**src/rsc_pkg.sv**
```systemverilog
package rsc_pkg;

  // Field widths of the request and result transactions
  localparam int unsigned IdxW  = 3;
  localparam int unsigned MaskW = 8;

  // Default number of basic relations
  localparam int unsigned BaseDefault = 8;

  typedef enum logic {
    ReqWrite   = 1'b0,
    ReqCompose = 1'b1
  } req_kind_e;

  // Table write command from the request stage to the table
  typedef struct packed {
    logic             en;
    logic [IdxW-1:0]  row;
    logic [IdxW-1:0]  col;
    logic [MaskW-1:0] mask;
  } tbl_wr_t;

endpackage

```
**src/rsc_in_if.sv**
```systemverilog
interface rsc_in_if;
  logic                      valid;
  logic                      ready;
  logic                      req_type;
  logic [rsc_pkg::IdxW-1:0]  row_index;
  logic [rsc_pkg::IdxW-1:0]  col_index;
  logic [rsc_pkg::MaskW-1:0] entry_mask;
  logic [rsc_pkg::MaskW-1:0] rel_a;
  logic [rsc_pkg::MaskW-1:0] rel_b;

  modport source (
    output valid, req_type, row_index, col_index, entry_mask, rel_a, rel_b,
    input  ready
  );

  modport sink (
    input  valid, req_type, row_index, col_index, entry_mask, rel_a, rel_b,
    output ready
  );
endinterface

```
**src/rsc_out_if.sv**
```systemverilog
interface rsc_out_if;
  logic                      valid;
  logic                      ready;
  logic [rsc_pkg::MaskW-1:0] result_mask;

  modport source (
    output valid, result_mask,
    input  ready
  );

  modport sink (
    input  valid, result_mask,
    output ready
  );
endinterface

```
**src/rsc_table.sv**
```systemverilog
module rsc_table #(
  parameter int unsigned BASE = rsc_pkg::BaseDefault
) (
  input  logic                      clk_i,
  input  logic                      rst_ni,
  input  rsc_pkg::tbl_wr_t          wr_i,
  input  logic [rsc_pkg::MaskW-1:0] rel_a_i,
  input  logic [rsc_pkg::MaskW-1:0] rel_b_i,
  output logic [rsc_pkg::MaskW-1:0] result_o
);

  // Only basic relations reachable through the 8-bit masks are stored
  localparam int unsigned Use = (BASE < rsc_pkg::MaskW) ? BASE : rsc_pkg::MaskW;

  logic [Use-1:0] cell_q [Use][Use];
  logic [Use-1:0] acc;

  for (genvar r = 0; r < Use; r++) begin : g_row
    for (genvar c = 0; c < Use; c++) begin : g_col
      logic hit;
      assign hit = wr_i.en && (wr_i.row == rsc_pkg::IdxW'(r))
                           && (wr_i.col == rsc_pkg::IdxW'(c));

      always_ff @(posedge clk_i or negedge rst_ni) begin
        if (!rst_ni) begin
          cell_q[r][c] <= '0;
        end else if (hit) begin
          cell_q[r][c] <= wr_i.mask[Use-1:0];
        end
      end
    end
  end

  // OR of every entry whose row is set in rel_a and whose column is set in rel_b
  always_comb begin
    acc = '0;
    for (int r = 0; r < Use; r++) begin
      for (int c = 0; c < Use; c++) begin
        if (rel_a_i[r] && rel_b_i[c]) begin
          acc = acc | cell_q[r][c];
        end
      end
    end
  end

  assign result_o = rsc_pkg::MaskW'(acc);

endmodule

```
**src/relation_set_composition.sv**
```systemverilog
// Channel  Port   Dir  Payload
// request  in_i   in   req_type, row_index, col_index, entry_mask, rel_a, rel_b
// result   out_o  out  result_mask (one per compose transaction, none per write)
//
// One request transaction is taken every cycle unless a compose waits behind
// a stalled result. A transaction is held in the request register, then the
// composition table is read or written and a compose result lands in the
// result register. The composition is one AND-OR over the table cells, read
// in parallel. Reset clears the table to all zeros and drops both pipeline
// registers. A stalled result holds the result register; a compose behind it
// waits in the request register, while a write passes through regardless.
module relation_set_composition #(
  parameter int unsigned BASE = rsc_pkg::BaseDefault
) (
  input  logic     clk_i,
  input  logic     rst_ni,
  rsc_in_if.sink   in_i,
  rsc_out_if.source out_o
);

  // Request register
  logic                      s1_valid_q, s1_valid_d;
  logic                      s1_type_q;
  logic [rsc_pkg::IdxW-1:0]  s1_row_q;
  logic [rsc_pkg::IdxW-1:0]  s1_col_q;
  logic [rsc_pkg::MaskW-1:0] s1_entry_q;
  logic [rsc_pkg::MaskW-1:0] s1_a_q;
  logic [rsc_pkg::MaskW-1:0] s1_b_q;

  // Result register
  logic                      out_valid_q, out_valid_d;
  logic [rsc_pkg::MaskW-1:0] out_mask_q, out_mask_d;

  logic                      out_free;
  logic                      s1_is_write;
  logic                      s1_go;
  logic                      in_fire;
  logic [rsc_pkg::MaskW-1:0] comp_mask;
  rsc_pkg::tbl_wr_t          tbl_wr;

  // A write needs no result slot; a compose needs the result register free
  assign out_free    = !out_valid_q || out_o.ready;
  assign s1_is_write = (s1_type_q == rsc_pkg::ReqWrite);
  assign s1_go       = s1_valid_q && (s1_is_write || out_free);
  assign in_i.ready  = !s1_valid_q || s1_go;
  assign in_fire     = in_i.valid && in_i.ready;

  always_comb begin
    tbl_wr.en   = s1_go && s1_is_write;
    tbl_wr.row  = s1_row_q;
    tbl_wr.col  = s1_col_q;
    tbl_wr.mask = s1_entry_q;
  end

  rsc_table #(
    .BASE (BASE)
  ) u_table (
    .clk_i    (clk_i),
    .rst_ni   (rst_ni),
    .wr_i     (tbl_wr),
    .rel_a_i  (s1_a_q),
    .rel_b_i  (s1_b_q),
    .result_o (comp_mask)
  );

  always_comb begin
    // Advance the request register
    s1_valid_d = s1_valid_q;
    if (in_fire) begin
      s1_valid_d = 1'b1;
    end else if (s1_go) begin
      s1_valid_d = 1'b0;
    end

    // Load a compose result, or drop the one just taken
    out_valid_d = out_valid_q;
    out_mask_d  = out_mask_q;
    if (s1_go && !s1_is_write) begin
      out_valid_d = 1'b1;
      out_mask_d  = comp_mask;
    end else if (out_o.ready) begin
      out_valid_d = 1'b0;
    end
  end

  always_ff @(posedge clk_i or negedge rst_ni) begin
    if (!rst_ni) begin
      s1_valid_q  <= 1'b0;
      out_valid_q <= 1'b0;
    end else begin
      s1_valid_q  <= s1_valid_d;
      out_valid_q <= out_valid_d;
    end
  end

  // Payload registers, no reset
  always_ff @(posedge clk_i) begin
    if (in_fire) begin
      s1_type_q  <= in_i.req_type;
      s1_row_q   <= in_i.row_index;
      s1_col_q   <= in_i.col_index;
      s1_entry_q <= in_i.entry_mask;
      s1_a_q     <= in_i.rel_a;
      s1_b_q     <= in_i.rel_b;
    end
    out_mask_q <= out_mask_d;
  end

  assign out_o.valid       = out_valid_q;
  assign out_o.result_mask = out_mask_q;

endmodule
```
**src/flat_wrapper.sv**
```systemverilog
// flat-port wrapper written by rule: the top's interface ports become plain ports
module relation_set_composition_flat 
#(
  parameter int unsigned BASE = rsc_pkg::BaseDefault
)
  (clk_i, rst_ni, in_i_valid, in_i_req_type, in_i_row_index, in_i_col_index, in_i_entry_mask, in_i_rel_a, in_i_rel_b, in_i_ready, out_o_valid, out_o_result_mask, out_o_ready);
  rsc_in_if in_i_i ();
  rsc_out_if out_o_i ();
  input  logic clk_i;
  input  logic rst_ni;
  input wire logic [$bits(in_i_i.valid)-1:0] in_i_valid;
  input wire logic [$bits(in_i_i.req_type)-1:0] in_i_req_type;
  input wire logic [$bits(in_i_i.row_index)-1:0] in_i_row_index;
  input wire logic [$bits(in_i_i.col_index)-1:0] in_i_col_index;
  input wire logic [$bits(in_i_i.entry_mask)-1:0] in_i_entry_mask;
  input wire logic [$bits(in_i_i.rel_a)-1:0] in_i_rel_a;
  input wire logic [$bits(in_i_i.rel_b)-1:0] in_i_rel_b;
  output wire logic [$bits(in_i_i.ready)-1:0] in_i_ready;
  output wire logic [$bits(out_o_i.valid)-1:0] out_o_valid;
  output wire logic [$bits(out_o_i.result_mask)-1:0] out_o_result_mask;
  input wire logic [$bits(out_o_i.ready)-1:0] out_o_ready;
  assign in_i_i.valid = in_i_valid;
  assign in_i_i.req_type = in_i_req_type;
  assign in_i_i.row_index = in_i_row_index;
  assign in_i_i.col_index = in_i_col_index;
  assign in_i_i.entry_mask = in_i_entry_mask;
  assign in_i_i.rel_a = in_i_rel_a;
  assign in_i_i.rel_b = in_i_rel_b;
  assign in_i_ready = in_i_i.ready;
  assign out_o_valid = out_o_i.valid;
  assign out_o_result_mask = out_o_i.result_mask;
  assign out_o_i.ready = out_o_ready;
  relation_set_composition #(.BASE(BASE)) u_core (.clk_i(clk_i), .rst_ni(rst_ni), .in_i(in_i_i), .out_o(out_o_i));
endmodule
```
**config.mk**
```make
export PLATFORM = sky130hd
export DESIGN_NAME = relation_set_composition_flat
export DESIGN_NICKNAME = d
export VERILOG_FILES = /design/src/rsc_pkg.sv /design/src/rsc_in_if.sv /design/src/rsc_out_if.sv /design/src/rsc_table.sv /design/src/relation_set_composition.sv /design/src/flat_wrapper.sv
export SDC_FILE = /design/constraint.sdc
export NUM_CORES = 1
export LEC_CHECK = 0
export BUFFER_PORTS_ARGS = -buffer_cell sky130_fd_sc_hd__buf_2
export CAP_MARGIN = 20
export CORE_MARGIN = 2
export CORE_UTILIZATION = 40
export DETAILED_ROUTE_END_ITERATION = 8
export HOLD_SLACK_MARGIN = 0.08
export PLACE_DENSITY = 0.57
export SYNTH_ARGS = -nofsm -noshare
export SYNTH_HDL_FRONTEND = slang
export SYNTH_SLANG_ARGS = --single-unit
```
**constraint.sdc**
```tcl
create_clock -name clk_i -period 3.9 [get_ports clk_i]
set_input_delay 1.17 -clock clk_i [delete_from_list [all_inputs] [get_ports clk_i]]
set_output_delay 1.17 -clock clk_i [all_outputs]
set_load 0.02 [all_outputs]
```
==> results.json <==
{
  "clk_latency_ps": 650,
  "r2r_slack_ps": 860,
  "drcViolationCount": 0,
  "synthArstFlopShare": 0.929,
  "crit_slowest_cell": "edfxtp_1",
  "synthToLayoutAreaGrowth_pct": 13.0,
  "ys_ff_latch": 553,
  "port_buffers": 44,
  "cp-start-kind": "register",
  "synthTopCellsByArea": "dfrtp_1 53%, mux2_2 24%, edfxtp_1 4.9%, a22oi_1 4.2%, a22o_1 3.0%",
  "ant_nets": 0,
  "grt_start_max_net_pins": 78,
  "cts-root-buf": "clkbuf_16",
  "nFillCells": 5304,
  "outcome": "completed",
  "netlist_area_um2": 24100,
  "setup_violations": 0,
  "rsz0062_at_grt": "false",
  "fin_skew_ps": 22.7,
  "syn_avg_cell_area_um2": 13.9,
  "grt_pass1_vias": 15914,
  "synth_cell_types": 51,
  "crit_required_ps": 4250,
  "synth_nets": 1774,
  "clockPowerShare": 0.411,
  "endpoint_kind": "register",
  "yosys_warnings": 0,
  "drt-pass1-iter-count": 7,
  "regArea_um2": 14000,
  "path_class": "reg2reg",
  "r2r-start": "u_core.s1_a_q[3]",
  "slowest_delay_ps": 810,
  "ir_drop_mv": 0.320,
  "netlist_instances": 1739,
  "drive_above_1_share": 0.423,
  "ys_top_cells_by_count": "514 x dfrtp_1, 512 x mux2_2, 136 x a22oi_1, 106 x clkbuf_1, 82 x a22o_1",
  "nets": 1783,
  "wire_per_inst_um": 27.1,
  "cts_resized": 0,
  "h-tree-depth": 2,
  "rows": 89,
  "critPathCapture": "u_core.out_o.result_mask[4]",
  "pwr-share-seq": 0.473,
  "hp-class": "reg2reg",
  "cts_setup_buffers": 0,
  "path_max_fanout": 20,
  "cts_tree": "done",
  "dieWidth_um": 249,
  "drt_iter0_markers": 1385,
  "fin_crit_ps": 3040,
  "synth.most_common_cell": "dfrtp_1",
  "core_area_um2": 59400,
  "crit_arrival_ps": 3390,
  "io_pins": 45,
  "track_usage": 0.225,
  "finalSetupTns_ps": 0,
  "p_int_w": 0.0105,
  "synth_top_area_share": 0.534,
  "power_leakage_nw": 12.7,
  "clkTransAtPathRegs_ps": 60,
  "synth_top_area_cell": "dfrtp_1",
  "clock.fmax_mhz": 329,
  "r2r_cells": 5,
  "gr-total-overflow": 0,
  "final_cells": 2571,
  "fin_crit_sh": 0.779,
  "relSlewSlack": 0.258,
  "cts_buffers": 59,
  "p_sw_frac": 0.258,
  "initial_core_util": 0.406,
  "clock-sinks": 553,
  "antenna_found_initial": 3,
  "drv_slew": 0,
  "fp.dieH_um": 249,
  "dieArea_um2": 62200,
  "drt-total-wl_um": 69600,
  "via_per_inst": 6.00,
  "cp-startpoint": "u_core.s1_a_q[3]",
  "multiInputGateArea_um2": 9500,
  "worstReg2RegEnd": "u_core.out_o.result_mask[4]",
  "dp.cells": 2459,
  "combPwrFrac": 0.116,
  "synth_edf_count": 39,
  "power_density_nw_per_um2": 519,
  "yosysSeqAreaShare": 0.582,
  "vias": 15418,
  "grt_pass1_wl_um": 106000,
  "hold_viol": 0,
  "dp_hpwl_um": 43600,
  "switching_power_w": 0.00364,
  "ctsHoldBuffers": 0,
  "gp_congestion": 0.855,
  "worstMarginPinSlew_ps": 1110,
  "crit_chain": "buf_4, a222oi_1, o221ai_1, a2111oi_0, nand4_1",
  "cts_buffer_depth": 3,
  "max_cap_violations": 0,
  "ys.flop_type": "dfrtp_1"
}
[worst min-delay path by stage]
| stage | end | depth (start not counted) | from |
|---|---|---|---|
| 2_1_floorplan | u_core.u_table.cell_q[390] | 1 | u_core.u_table.cell_q[390] |
| 3_3_place_gp | u_core.u_table.cell_q[447] | 1 | u_core.u_table.cell_q[447] |
| 3_5_place_dp | u_core.u_table.cell_q[399] | 1 | u_core.u_table.cell_q[399] |
| 4_1_cts | u_core.u_table.cell_q[242] | 1 | u_core.u_table.cell_q[242] |
| 5_1_grt | u_core.u_table.cell_q[398] | 1 | u_core.u_table.cell_q[398] |
| 6_report | u_core.u_table.cell_q[242] | 1 | u_core.u_table.cell_q[242] |
[state kept, by name, summed over array words and instances (netlist names)]
signal,flops
u_core.out_o.valid,1
u_core.s1_b_q,8
u_core.s1_col_q,3
u_core.s1_entry_q,8
u_core.u_table.cell_q,512
u_core.s1_row_q,3
u_core.s1_type_q,1
u_core.s1_a_q,8
u_core.s1_valid_q,1
u_core.out_o.result_mask,8
[through the flow]
step           hold WS, ps  total power (W)   util  instance area (um2)  setup slack (ps)
2_1_floorplan          479          0.00769      -                24100              1180
3_3_place_gp           486          0.00834  0.424                25200               939
3_5_place_dp           494          0.00841  0.425                25200               961
4_1_cts                507           0.0142  0.458                27200               942
5_1_grt                513           0.0147  0.459                27200               848
6_report               504           0.0141  0.459                27200               863
[power groups by stage]
stage | Clock [W] | Sequential (W) | Combinational, W
floorplan | 0 | 0.00665 | 0.00103
global placement | 0 | 0.00675 | 0.00158
detailed placement | 0 | 0.00678 | 0.00163
CTS | 0.00593 | 0.00667 | 0.00163
global route | 0.00618 | 0.00674 | 0.00176
finish | 0.00581 | 0.00668 | 0.00163
[critical path: cells and delay by family, from the launching register on]
kind,cells,cell delay [ps]
AND/OR/NAND/NOR,1,160
flip-flops,1,810
AO/OA/AOI/OAI,3,1380
buffers and inverters,1,370
[final cells by class]
class,count,area share
inverters,5,0.000689
repair buffers,91,0.0256
clock buffers,87,0.0636
flip-flops and latches,553,0.515
multi-input cells,1038,0.349
clock inverters,23,0.0102
diodes,1,0.0000919
well taps,773,0.0355
[logic make-up after synthesis]
family,Yosys count,synth area share
mux,512,0.239
simple gates,205,0.0488
flops,553,0.582
compound gates,321,0.106
buf+inv,148,0.0239
[cell usage in the layout (no fill, tap or decap), types with 3 or more instances in the layout]
cell type	instances
a2111oi_0	6
a21oi_1	32
a221oi_1	6
a222oi_1	38
a22o_1	82
a22oi_1	136
buf_12	7
buf_2	43
buf_4	38
bufinv_16	5
clkbuf_1	14
clkbuf_16	60
clkbuf_8	13
clkinv_2	13
dfrtp_1	514
edfxtp_1	39
inv_1	4
mux2_2	512
nand2_1	49
nand2_2	12
nand2_4	8
nand3_1	35
nand4_1	21
nand4b_1	3
nor2_1	12
nor2_2	32
nor2b_1	9
nor3b_1	3
o221ai_1	6
o22a_1	6
o22ai_1	3
[per-layer routing]
layer | wire (um) | GRT usage | part of all wire
met5 | 23 | 0 | 0.00033
met4 | 2140 | 0.0776 | 0.031
met3 | 3730 | 0.0395 | 0.054
met2 | 31700 | 0.352 | 0.46
met1 | 32000 | 0.318 | 0.46
Power figures use the tool's default switching activity.
